## config.mk

```make
export PLATFORM = sky130hd
export DESIGN_NAME = three_phase_loss_and_sequence_detect
export DESIGN_NICKNAME = d
export VERILOG_FILES = /design/src/rtl/core/tpls_pkg.sv /design/src/rtl/core/three_phase_loss_and_sequence_detect.sv
export SDC_FILE = /design/constraint.sdc
export NUM_CORES = 1
export LEC_CHECK = 0
export ABC_AREA = 1
export BUFFER_PORTS_ARGS = -buffer_cell sky130_fd_sc_hd__buf_4
export CORE_UTILIZATION = 42
export DETAILED_ROUTE_END_ITERATION = 16
export SKIP_CTS_REPAIR_TIMING = 1
export SLEW_MARGIN = 10
export SYNTH_ARGS = -nofsm -noshare
export SYNTH_HDL_FRONTEND = slang
export SYNTH_SLANG_ARGS = --single-unit
```

## constraint.sdc

```tcl
create_clock -name i_clk -period 3.15 [get_ports i_clk]
set_input_delay 0.1575 -clock i_clk [delete_from_list [all_inputs] [get_ports i_clk]]
set_output_delay 0.1575 -clock i_clk [all_outputs]
set_load 0.01 [all_outputs]
```

## src/rtl/core/tpls_pkg.sv

```systemverilog
`timescale 1ns / 1ps
// ----------------------------------------------------------------------------
// tpls_pkg
// Shared types and constants for the three-phase loss and sequence detector.
// ----------------------------------------------------------------------------
package tpls_pkg;

    typedef enum logic {
        FUNC_TICK = 1'b0,
        FUNC_EDGE = 1'b1
    } t_func;

    localparam int CFG_INDEX_WIDTH = 2;
    typedef logic [CFG_INDEX_WIDTH-1:0] t_cfg_index;

    localparam t_cfg_index CFG_LOSS_LIMIT     = t_cfg_index'(0);
    localparam t_cfg_index CFG_SEQUENCE_LIMIT = t_cfg_index'(1);

    localparam int CFG_DATA_WIDTH  = 16;
    localparam int LOSS_LIM_WIDTH  = 16;
    localparam int SEQ_LIM_WIDTH   = 8;
    localparam int ORDER_CNT_WIDTH = 8;
    localparam int TICK_CNT_WIDTH  = 32;
    localparam int NUM_PHASES      = 3;

    localparam logic [LOSS_LIM_WIDTH-1:0]  LOSS_LIMIT_RESET     = 16'd100;
    localparam logic [SEQ_LIM_WIDTH-1:0]   SEQUENCE_LIMIT_RESET = 8'd10;
    localparam logic [ORDER_CNT_WIDTH-1:0] ORDER_MAX            = '1;

endpackage

```

## src/rtl/core/three_phase_loss_and_sequence_detect.sv

```systemverilog
`timescale 1ns / 1ps
// ----------------------------------------------------------------------------
// three_phase_loss_and_sequence_detect
// Tracks per-phase loss on millisecond ticks and checks phase order on edges.
// ----------------------------------------------------------------------------
// Usage:
//   Input channel (i_in_valid / o_in_stall) carries one event per transfer:
//   i_func selects a 1 ms tick or a sequence-check edge, with pin levels A/B/C.
//   Output channel (o_out_valid / i_out_stall) returns one status transfer per
//   input transfer: loss flags, sequence_right and the 32-bit tick count,
//   showing the state after that event.
//   Config channel (i_cfg_valid / o_cfg_ready) writes loss_limit (index 0) or
//   sequence_limit (index 1); other indexes are ignored. Write only when idle.
// Timing and throughput:
//   The status appears in the cycle after the input transfer; one event is
//   taken every cycle while the output is not stalled, limited only by the single result register.
// Stall:
//   While a result waits under i_out_stall, o_in_stall is raised; the held
//   result does not change.
// Reset:
//   Synchronous, active low. All phases read lost, last levels high, counters
//   zero, limits back to 100 and 10, no result pending.
// ----------------------------------------------------------------------------
module three_phase_loss_and_sequence_detect #(
    parameter int LOSS_COUNT_WIDTH = 16
) (
    input  logic                                  i_clk,
    input  logic                                  i_rst_n,

    input  logic                                  i_in_valid,
    output logic                                  o_in_stall,
    input  logic                                  i_func,
    input  logic                                  i_pin_a,
    input  logic                                  i_pin_b,
    input  logic                                  i_pin_c,

    output logic                                  o_out_valid,
    input  logic                                  i_out_stall,
    output logic                                  o_loss_a,
    output logic                                  o_loss_b,
    output logic                                  o_loss_c,
    output logic                                  o_sequence_right,
    output logic [tpls_pkg::TICK_CNT_WIDTH-1:0]   o_tick_count,

    input  logic                                  i_cfg_valid,
    output logic                                  o_cfg_ready,
    input  logic [tpls_pkg::CFG_INDEX_WIDTH-1:0]  i_cfg_index,
    input  logic [tpls_pkg::CFG_DATA_WIDTH-1:0]   i_cfg_data
);

    localparam int NP    = tpls_pkg::NUM_PHASES;
    localparam int CMP_W = (LOSS_COUNT_WIDTH > tpls_pkg::LOSS_LIM_WIDTH) ?
                           LOSS_COUNT_WIDTH : tpls_pkg::LOSS_LIM_WIDTH;
    localparam logic [LOSS_COUNT_WIDTH-1:0] STILL_MAX = '1;

    logic [tpls_pkg::LOSS_LIM_WIDTH-1:0]   r_loss_limit;
    logic [tpls_pkg::SEQ_LIM_WIDTH-1:0]    r_seq_limit;

    logic [NP-1:0]                         r_last, n_last;
    logic [NP-1:0]                         r_lost, n_lost;
    logic [LOSS_COUNT_WIDTH-1:0]           r_still [NP];
    logic [LOSS_COUNT_WIDTH-1:0]           n_still [NP];
    logic                                  r_order_ok, n_order_ok;
    logic [tpls_pkg::ORDER_CNT_WIDTH-1:0]  r_order_cnt, n_order_cnt;
    logic [tpls_pkg::TICK_CNT_WIDTH-1:0]   r_ticks, n_ticks;

    logic                                  r_out_valid;
    logic [NP-1:0]                         r_out_lost;
    logic                                  r_out_seq;
    logic [tpls_pkg::TICK_CNT_WIDTH-1:0]   r_out_ticks;

    logic                                  in_xfer;
    logic [NP-1:0]                         pins;
    tpls_pkg::t_func                       func;

    assign o_in_stall  = r_out_valid & i_out_stall;
    assign in_xfer     = i_in_valid & ~o_in_stall;
    assign o_cfg_ready = 1'b1;
    assign pins        = {i_pin_c, i_pin_b, i_pin_a};
    assign func        = tpls_pkg::t_func'(i_func);

    always_comb begin
        n_last      = r_last;
        n_lost      = r_lost;
        n_still     = r_still;
        n_order_ok  = r_order_ok;
        n_order_cnt = r_order_cnt;
        n_ticks     = r_ticks;
        if (func == tpls_pkg::FUNC_TICK) begin
            n_ticks = r_ticks + 1'b1;
            for (int p = 0; p < NP; p++) begin
                if (r_last[p] != pins[p]) begin
                    n_last[p]  = pins[p];
                    n_still[p] = '0;
                    n_lost[p]  = 1'b0;
                end else begin
                    if (r_still[p] != STILL_MAX) begin
                        n_still[p] = r_still[p] + 1'b1;
                    end
                    if (CMP_W'(r_still[p]) > CMP_W'(r_loss_limit)) begin
                        n_lost[p] = 1'b1;
                    end
                end
            end
        end else if (r_lost == '0) begin
            if (i_pin_b && !i_pin_a) begin
                if (r_order_cnt != tpls_pkg::ORDER_MAX) begin
                    n_order_cnt = r_order_cnt + 1'b1;
                end
                n_order_ok = (r_order_cnt > r_seq_limit);
            end else begin
                n_order_ok  = 1'b0;
                n_order_cnt = '0;
            end
        end
    end

    always_ff @(posedge i_clk) begin
        if (!i_rst_n) begin
            r_loss_limit <= tpls_pkg::LOSS_LIMIT_RESET;
            r_seq_limit  <= tpls_pkg::SEQUENCE_LIMIT_RESET;
        end else if (i_cfg_valid && o_cfg_ready) begin
            unique case (i_cfg_index)
                tpls_pkg::CFG_LOSS_LIMIT: begin
                    r_loss_limit <= i_cfg_data[tpls_pkg::LOSS_LIM_WIDTH-1:0];
                end
                tpls_pkg::CFG_SEQUENCE_LIMIT: begin
                    r_seq_limit <= i_cfg_data[tpls_pkg::SEQ_LIM_WIDTH-1:0];
                end
                default: begin
                end
            endcase
        end
    end

    always_ff @(posedge i_clk) begin
        if (!i_rst_n) begin
            r_last      <= '1;
            r_lost      <= '1;
            r_still     <= '{default: '0};
            r_order_ok  <= 1'b0;
            r_order_cnt <= '0;
            r_ticks     <= '0;
        end else if (in_xfer) begin
            r_last      <= n_last;
            r_lost      <= n_lost;
            r_still     <= n_still;
            r_order_ok  <= n_order_ok;
            r_order_cnt <= n_order_cnt;
            r_ticks     <= n_ticks;
        end
    end

    always_ff @(posedge i_clk) begin
        if (!i_rst_n) begin
            r_out_valid <= 1'b0;
        end else if (in_xfer) begin
            r_out_valid <= 1'b1;
        end else if (!i_out_stall) begin
            r_out_valid <= 1'b0;
        end
    end

    always_ff @(posedge i_clk) begin
        if (in_xfer) begin
            r_out_lost  <= n_lost;
            r_out_seq   <= n_order_ok;
            r_out_ticks <= n_ticks;
        end
    end

    assign o_out_valid      = r_out_valid;
    assign o_loss_a         = r_out_lost[0];
    assign o_loss_b         = r_out_lost[1];
    assign o_loss_c         = r_out_lost[2];
    assign o_sequence_right = r_out_seq;
    assign o_tick_count     = r_out_ticks;

    // tick transfers advance the free-running count by one
    a_tick_advance: assert property (@(posedge i_clk) disable iff (!i_rst_n)
        in_xfer && func == tpls_pkg::FUNC_TICK |=> r_ticks == $past(r_ticks) + 1'b1)
        else $error("tick count did not advance");

    // edge events leave order state alone while any phase is lost
    a_edge_frozen: assert property (@(posedge i_clk) disable iff (!i_rst_n)
        in_xfer && func == tpls_pkg::FUNC_EDGE && r_lost != '0
        |=> $stable(r_order_ok) && $stable(r_order_cnt))
        else $error("order state changed while a phase is lost");

    assert property (@(posedge i_clk) disable iff (!i_rst_n)
        r_order_ok |-> r_order_cnt != '0)
        else $error("sequence right with empty order count");

    // a loss flag is only raised by a tick
    a_lost_on_tick: assert property (@(posedge i_clk) disable iff (!i_rst_n)
        $rose(r_lost[0]) || $rose(r_lost[1]) || $rose(r_lost[2])
        |-> $past(in_xfer && func == tpls_pkg::FUNC_TICK))
        else $error("loss flag raised without a tick");

    // the result register reloads exactly on an input transfer
    a_result_load: assert property (@(posedge i_clk) disable iff (!i_rst_n)
        in_xfer |=> r_out_valid && r_out_ticks == r_ticks)
        else $error("result register out of step with state");

endmodule

```

# After elaboration in Yosys (flattened, before gate mapping)
# Index checks and enable logic that the tools add are counted.
dict set report word_totals {
  register_bits 156
  in_bits 27
}
dict set report classes {
  order_cmp 4
  n_eq_ne 10
  n_addsub 5
  n_reduce_logical 16
  bitwise 4
  mux 21
}
# operator count
set ops {}
lappend ops {{16-bit two-way mux} 6}
lappend ops {{16-bit by 1-bit adder with 16-bit output (second input constant)} 3}
lappend ops {{16-bit > comparator} 3}
lappend ops {{16-bit inequality test (second input constant)} 3}
lappend ops {{32-bit by 1-bit adder with 32-bit output (second input constant)} 1}
lappend ops {{32-bit two-way mux} 1}
lappend ops {{3-bit AND reduction} 6}
lappend ops {{8-bit two-way mux} 2}
lappend ops {{1-bit two-way mux} 11}
lappend ops {{8-bit by 1-bit adder with 8-bit output (second input constant)} 1}
lappend ops {{8-bit > comparator} 1}
lappend ops {{8-bit inequality test (second input constant)} 1}
lappend ops {{2-bit nonzero test} 3}
lappend ops {{2-bit by 1-bit inequality test with 1-bit output (second input constant)} 2}
lappend ops {{2-bit AND reduction} 2}
lappend ops {{4-bit AND reduction} 1}
lappend ops {{3-bit logical NOT} 1}
lappend ops {{3-bit two-way mux} 1}
lappend ops {{1-bit inequality test} 3}
lappend ops {{1-bit AND} 2}
lappend ops {{2-bit by 1-bit equality test with 1-bit output (second input constant)} 1}
lappend ops {{2-bit logical NOT} 1}
lappend ops {{1-bit NOT} 2}
lappend ops {{1-bit logical AND} 1}
lappend ops {{1-bit logical NOT} 1}

# Longest topological paths before layout
dict set report depth {
  ltp_word 5
  ltp_mapped 15
  depth_no_buf 15
}

# Worst setup path before layout
# OpenSTA, ideal clock, no wires.
dict set report synth_path {
  path_type {register to register}
  from {register r_out_valid, in the netlist o_out_valid}
  to {register r_out_seq, in the netlist o_sequence_right, enable pin}
  synth_period_minus_slack_ns 2.317
  n_path_buf 1
  arrival_time_ns 1.903
  path_slack_ns 0.833
  required_ns 2.736
  path_stages_with_launch 5
  path_cell_list {dfxtp_1 nand2_1 nand2_2 inv_1 buf_1}
}
dict set report synth_between {
  elab_chain_len 3
}
# element line
set synth_lines {}
lappend synth_lines {{start: declaration} three_phase_loss_and_sequence_detect.sv:67} ;# logic r_out_valid;
lappend synth_lines {{start signal: assignment} three_phase_loss_and_sequence_detect.sv:156} ;# r_out_valid <= 1'b0;
lappend synth_lines {{start signal: assignment} three_phase_loss_and_sequence_detect.sv:158} ;# r_out_valid <= 1'b1;
lappend synth_lines {{start signal: assignment} three_phase_loss_and_sequence_detect.sv:160} ;# r_out_valid <= 1'b0;
lappend synth_lines {{1-bit AND} three_phase_loss_and_sequence_detect.sv:76} ;# assign o_in_stall = r_out_valid & i_out_stall;
lappend synth_lines {{1-bit NOT} three_phase_loss_and_sequence_detect.sv:77} ;# assign in_xfer = i_in_valid & ~o_in_stall;
lappend synth_lines {{1-bit AND} three_phase_loss_and_sequence_detect.sv:77}
lappend synth_lines {{named net in_xfer} three_phase_loss_and_sequence_detect.sv:72} ;# logic in_xfer;
lappend synth_lines {{end signal: assignment} three_phase_loss_and_sequence_detect.sv:167} ;# r_out_seq <= n_order_ok;
lappend synth_lines {{end: declaration} three_phase_loss_and_sequence_detect.sv:69} ;# logic r_out_seq;
# The timed path passes the listed nets, and every way through them passes these cells.
# A chain may end at the register's enable or synchronous reset.

# Final worst setup path
dict set report layout_path {
  from {register r_out_valid, in the netlist o_out_valid}
  to {register r_still[6] (netlist bit)}
}
dict set report layout_between {
  elab_chain_len 4
}
# element line
set layout_lines {}
lappend layout_lines {{1-bit AND} three_phase_loss_and_sequence_detect.sv:76}
lappend layout_lines {{1-bit NOT} three_phase_loss_and_sequence_detect.sv:77}
lappend layout_lines {{1-bit AND} three_phase_loss_and_sequence_detect.sv:77}
lappend layout_lines {{3-bit AND reduction (no line)} --}
lappend layout_lines {{end signal: assignment} three_phase_loss_and_sequence_detect.sv:147} ;# r_still <= n_still;
lappend layout_lines {{end: declaration} three_phase_loss_and_sequence_detect.sv:61} ;# logic [LOSS_COUNT_WIDTH-1:0] r_still [NP];
# Every way passes these cells.

==> run metrics <==
outcome=finished, violations left; failing checks=hold timing; ANT nets after route=0; Cells after Synth=1,242; Clock Tree Buf Depth=2; number of antenna diodes=0; largest net degree at the start of global routing=41; global-route wire length before repair=36,200 microns; Synth Area in Simple Gates=28.6%; DPL Wire Length=16,100 microns; Seq/Total Area, Yosys=37.9%; Net count, final=1,390; CTS tree=done; flop and latch count out of synthesis=156; Clk Latency, worst-skew pair=0.43 ns; Mean Syn Cell Area=7.40 sq um; TNS Setup=0 ns; Worst Max-Slew Pin Slew=0.809 ns; Arr. time, crit path=2.61 ns; CTS buffer count=17; wire length per cell=13.6 microns; fmax=438 MHz; remaining global-route overflow=0; Port-buffer cells=64; setup violators final=0; Fillers=2,113; die area=22,500 sq um; final wirelength=21,600 microns; headroom to the max-slew limit=45.9%; final instance area=10,500 sq um; library cells used by synthesis=47; synth warn=0; Hold WC Path Type=in -> reg; 1st-iter DRT viols=367; Remaining DRCs=0; period utilization=72.5%; Compound-Gate Fraction of Synth Area=12.5%; largest family of logic cells by synthesized area=simple AND/OR/NAND/NOR gates; Max Slew Vio Count=0; overall routing resource usage=20.4%; initial core utilization=43.3%; clock-pin slew on the worst setup and hold paths=0.07 ns; mux contribution to synthesized area=0%; Adder-Cell Fraction of Synth Area=8.30%; Post-synth top cells=nand2_1, inv_1, nor2_1, dfxtp_1, a21oi_1; dpl cell area=9890 sq um; Die W=150 microns; Critical Path Source Type=flip-flop; synth top area cells=dfxtp_1, edfxtp_1, nand2_1, ha_1, inv_1; max cap viols=0; share of cells above drive strength 1=13.2%; Synth Flop Type=dfxtp_1; DR vias=7,925; die height=150 microns; crit path capture type=flip-flop; Post-Synth XOR/XNOR Area=3.77%; # rows=53; Core Footprint=21,200 sq um; count leader, synth=nand2_1; Vias per Instance=4.98; Multi-input gate area=4890 sq um; Clock Skew=0.00978 ns; area leader, netlist=dfxtp_1; Fin. Hold Viols=2; min Tclk post-route=2.28 ns; crit path kind=reg -> reg; P_leak=4.59 nW; mapped cell area=9190 sq um; clock root buffer=clkbuf_16; initial antenna violation count=0; Syn Nets=1,330; H-tree depth=4; Ports=66; top cell type's share of synthesized area=26.1%; RSZ-0062 raised after global routing=no; hold_ws=-0.0299 ns; RD Place Congestion=0.848; CP Max Fanout=13; Post-synth ARST share=0%; Area Growth Syn to Fin=14.4%; register area=3480 sq um; CP required=3.47 ns; Peak VDD IR=0.000347 V; EDFF count, synth=36; P per Cell Area=452 nW/um^2; vias in the first global route=7,385; First-pass DRT Iterations=5; Sink Count=156
[cells in the final DEF (no fill, tap or decap), types with 3 or more instances in the layout]
| cell | netlist | final |
|---|---|---|
| nand2_1 | 270 | 270 |
| inv_1 | 164 | 162 |
| nor2_1 | 138 | 138 |
| dfxtp_1 | 120 | 120 |
| a21oi_1 | 96 | 96 |
| nand3_1 | 75 | 75 |
| buf_4 | 1 | 67 |
| ha_1 | 61 | 61 |
| o21ai_0 | 51 | 51 |
| nand4_1 | 37 | 37 |
| edfxtp_1 | 36 | 36 |
| xor2_1 | 28 | 28 |
| nor3_1 | 19 | 19 |
| a21oi_2 | 19 | 19 |
| clkbuf_16 | 0 | 17 |
| inv_2 | 9 | 11 |
| nand2_2 | 11 | 11 |
| o21ai_1 | 11 | 11 |
| nor2_4 | 7 | 7 |
| xnor2_1 | 6 | 6 |
| nor2_2 | 6 | 6 |
| inv_8 | 0 | 6 |
| o211ai_1 | 5 | 5 |
| dlygate4sd3_1 | 0 | 5 |
| nor3_2 | 4 | 4 |
| inv_6 | 0 | 4 |
| clkinvlp_4 | 0 | 4 |
| a21o_1 | 3 | 3 |
| a21boi_0 | 3 | 3 |
| nor3_4 | 3 | 3 |
| a31oi_1 | 3 | 3 |
| a211oi_1 | 3 | 3 |
| nand3b_1 | 3 | 3 |
[flip-flops by register name (all words and copies together) (netlist names)]
name / cells
o_tick_count: 32
r_last: 3
r_still: 48
r_seq_limit: 8
r_lost: 3
r_loss_limit: 16
r_order_cnt: 8
r_ticks: 32
o_out_valid: 1
r_out_lost: 3
r_order_ok: 1
o_sequence_right: 1
[kinds of logic after synthesis]
kind of cell,count (synthesis)
AOI/OAI and AO/OA,201
xor gates and xnor gates,37
adders and majority gates,61
buffers and inverters,205
DFF,156
other,1
and+or+nand+nor,581
[worst max-delay path, cell delays in order, from the launching register on]
cell and delay, ns:
dfxtp_1 0.31, nand2_1 0.11, nand2_2 0.22, nor2_8 0.28, inv_2 0.16, nor2_1 0.66
nand2_1 0.17, o21ai_0 0.21, nor2_1 0.05
[power by group]
group          internal (mW)  switching [mW]  leakage, nW
logic                  0.186           0.331         2.98
registers               2.15          0.0632         1.34
clock network           1.06           0.965        0.271
total                   3.39            1.36         4.59
[final cells by class]
class | count | share of cell area (%)
sequential | 156 | 33.1
tap | 275 | 3.27
multi-input combinational | 881 | 46.5
timing repair buffer | 73 | 5.45
inverter | 173 | 6.18
clock inverter | 15 | 1.42
clock buffer | 17 | 4.05
[metrics by stage]
| stage | util (%) | worst slack (ns) | power [mW] | std cells |
|---|---|---|---|---|
| 3_5_place_dp | 46.6 | 0.801 | 2.78 | 1553 |
| 4_1_cts | 49.3 | 0.793 | 4.80 | 1585 |
| 5_1_grt | 49.5 | 0.536 | 4.96 | 1590 |
| 6_report | 49.5 | 0.865 | 4.75 | 1590 |
| 3_3_place_gp | 46.6 | 0.860 | 2.77 | 1553 |
| 2_1_floorplan | - | 0.833 | 2.59 | 1242 |
[layer usage]
| metal | GRT usage [%] | routed length, microns | vias up |
|---|---|---|---|
| met4 | 6.21 | 286 | 0 |
| li1 | - | - | 4188 |
| met3 | 2.65 | 728 | 23 |
| met1 | 26.8 | 10600 | 3573 |
| met2 | 34.7 | 10100 | 141 |
| met5 | 0 | 0 | - |
[final timing paths]
path	depth (start not counted)	slack, ns	startpoint	to
setup reg to reg	8	0.87	o_out_valid$_SDFFE_PN0P_	r_still[6]$_SDFFE_PN0P_
hold / removal	3	-0.03	i_cfg_data[6]	r_loss_limit[6]$_SDFFE_PN1P_
setup / recovery	8	0.87	o_out_valid$_SDFFE_PN0P_	r_still[6]$_SDFFE_PN0P_
hold reg to reg	2	0.46	r_seq_limit[4]$_SDFFE_PN0P_	r_seq_limit[4]$_SDFFE_PN0P_
Note: power is estimated with default switching activity, not from simulation.
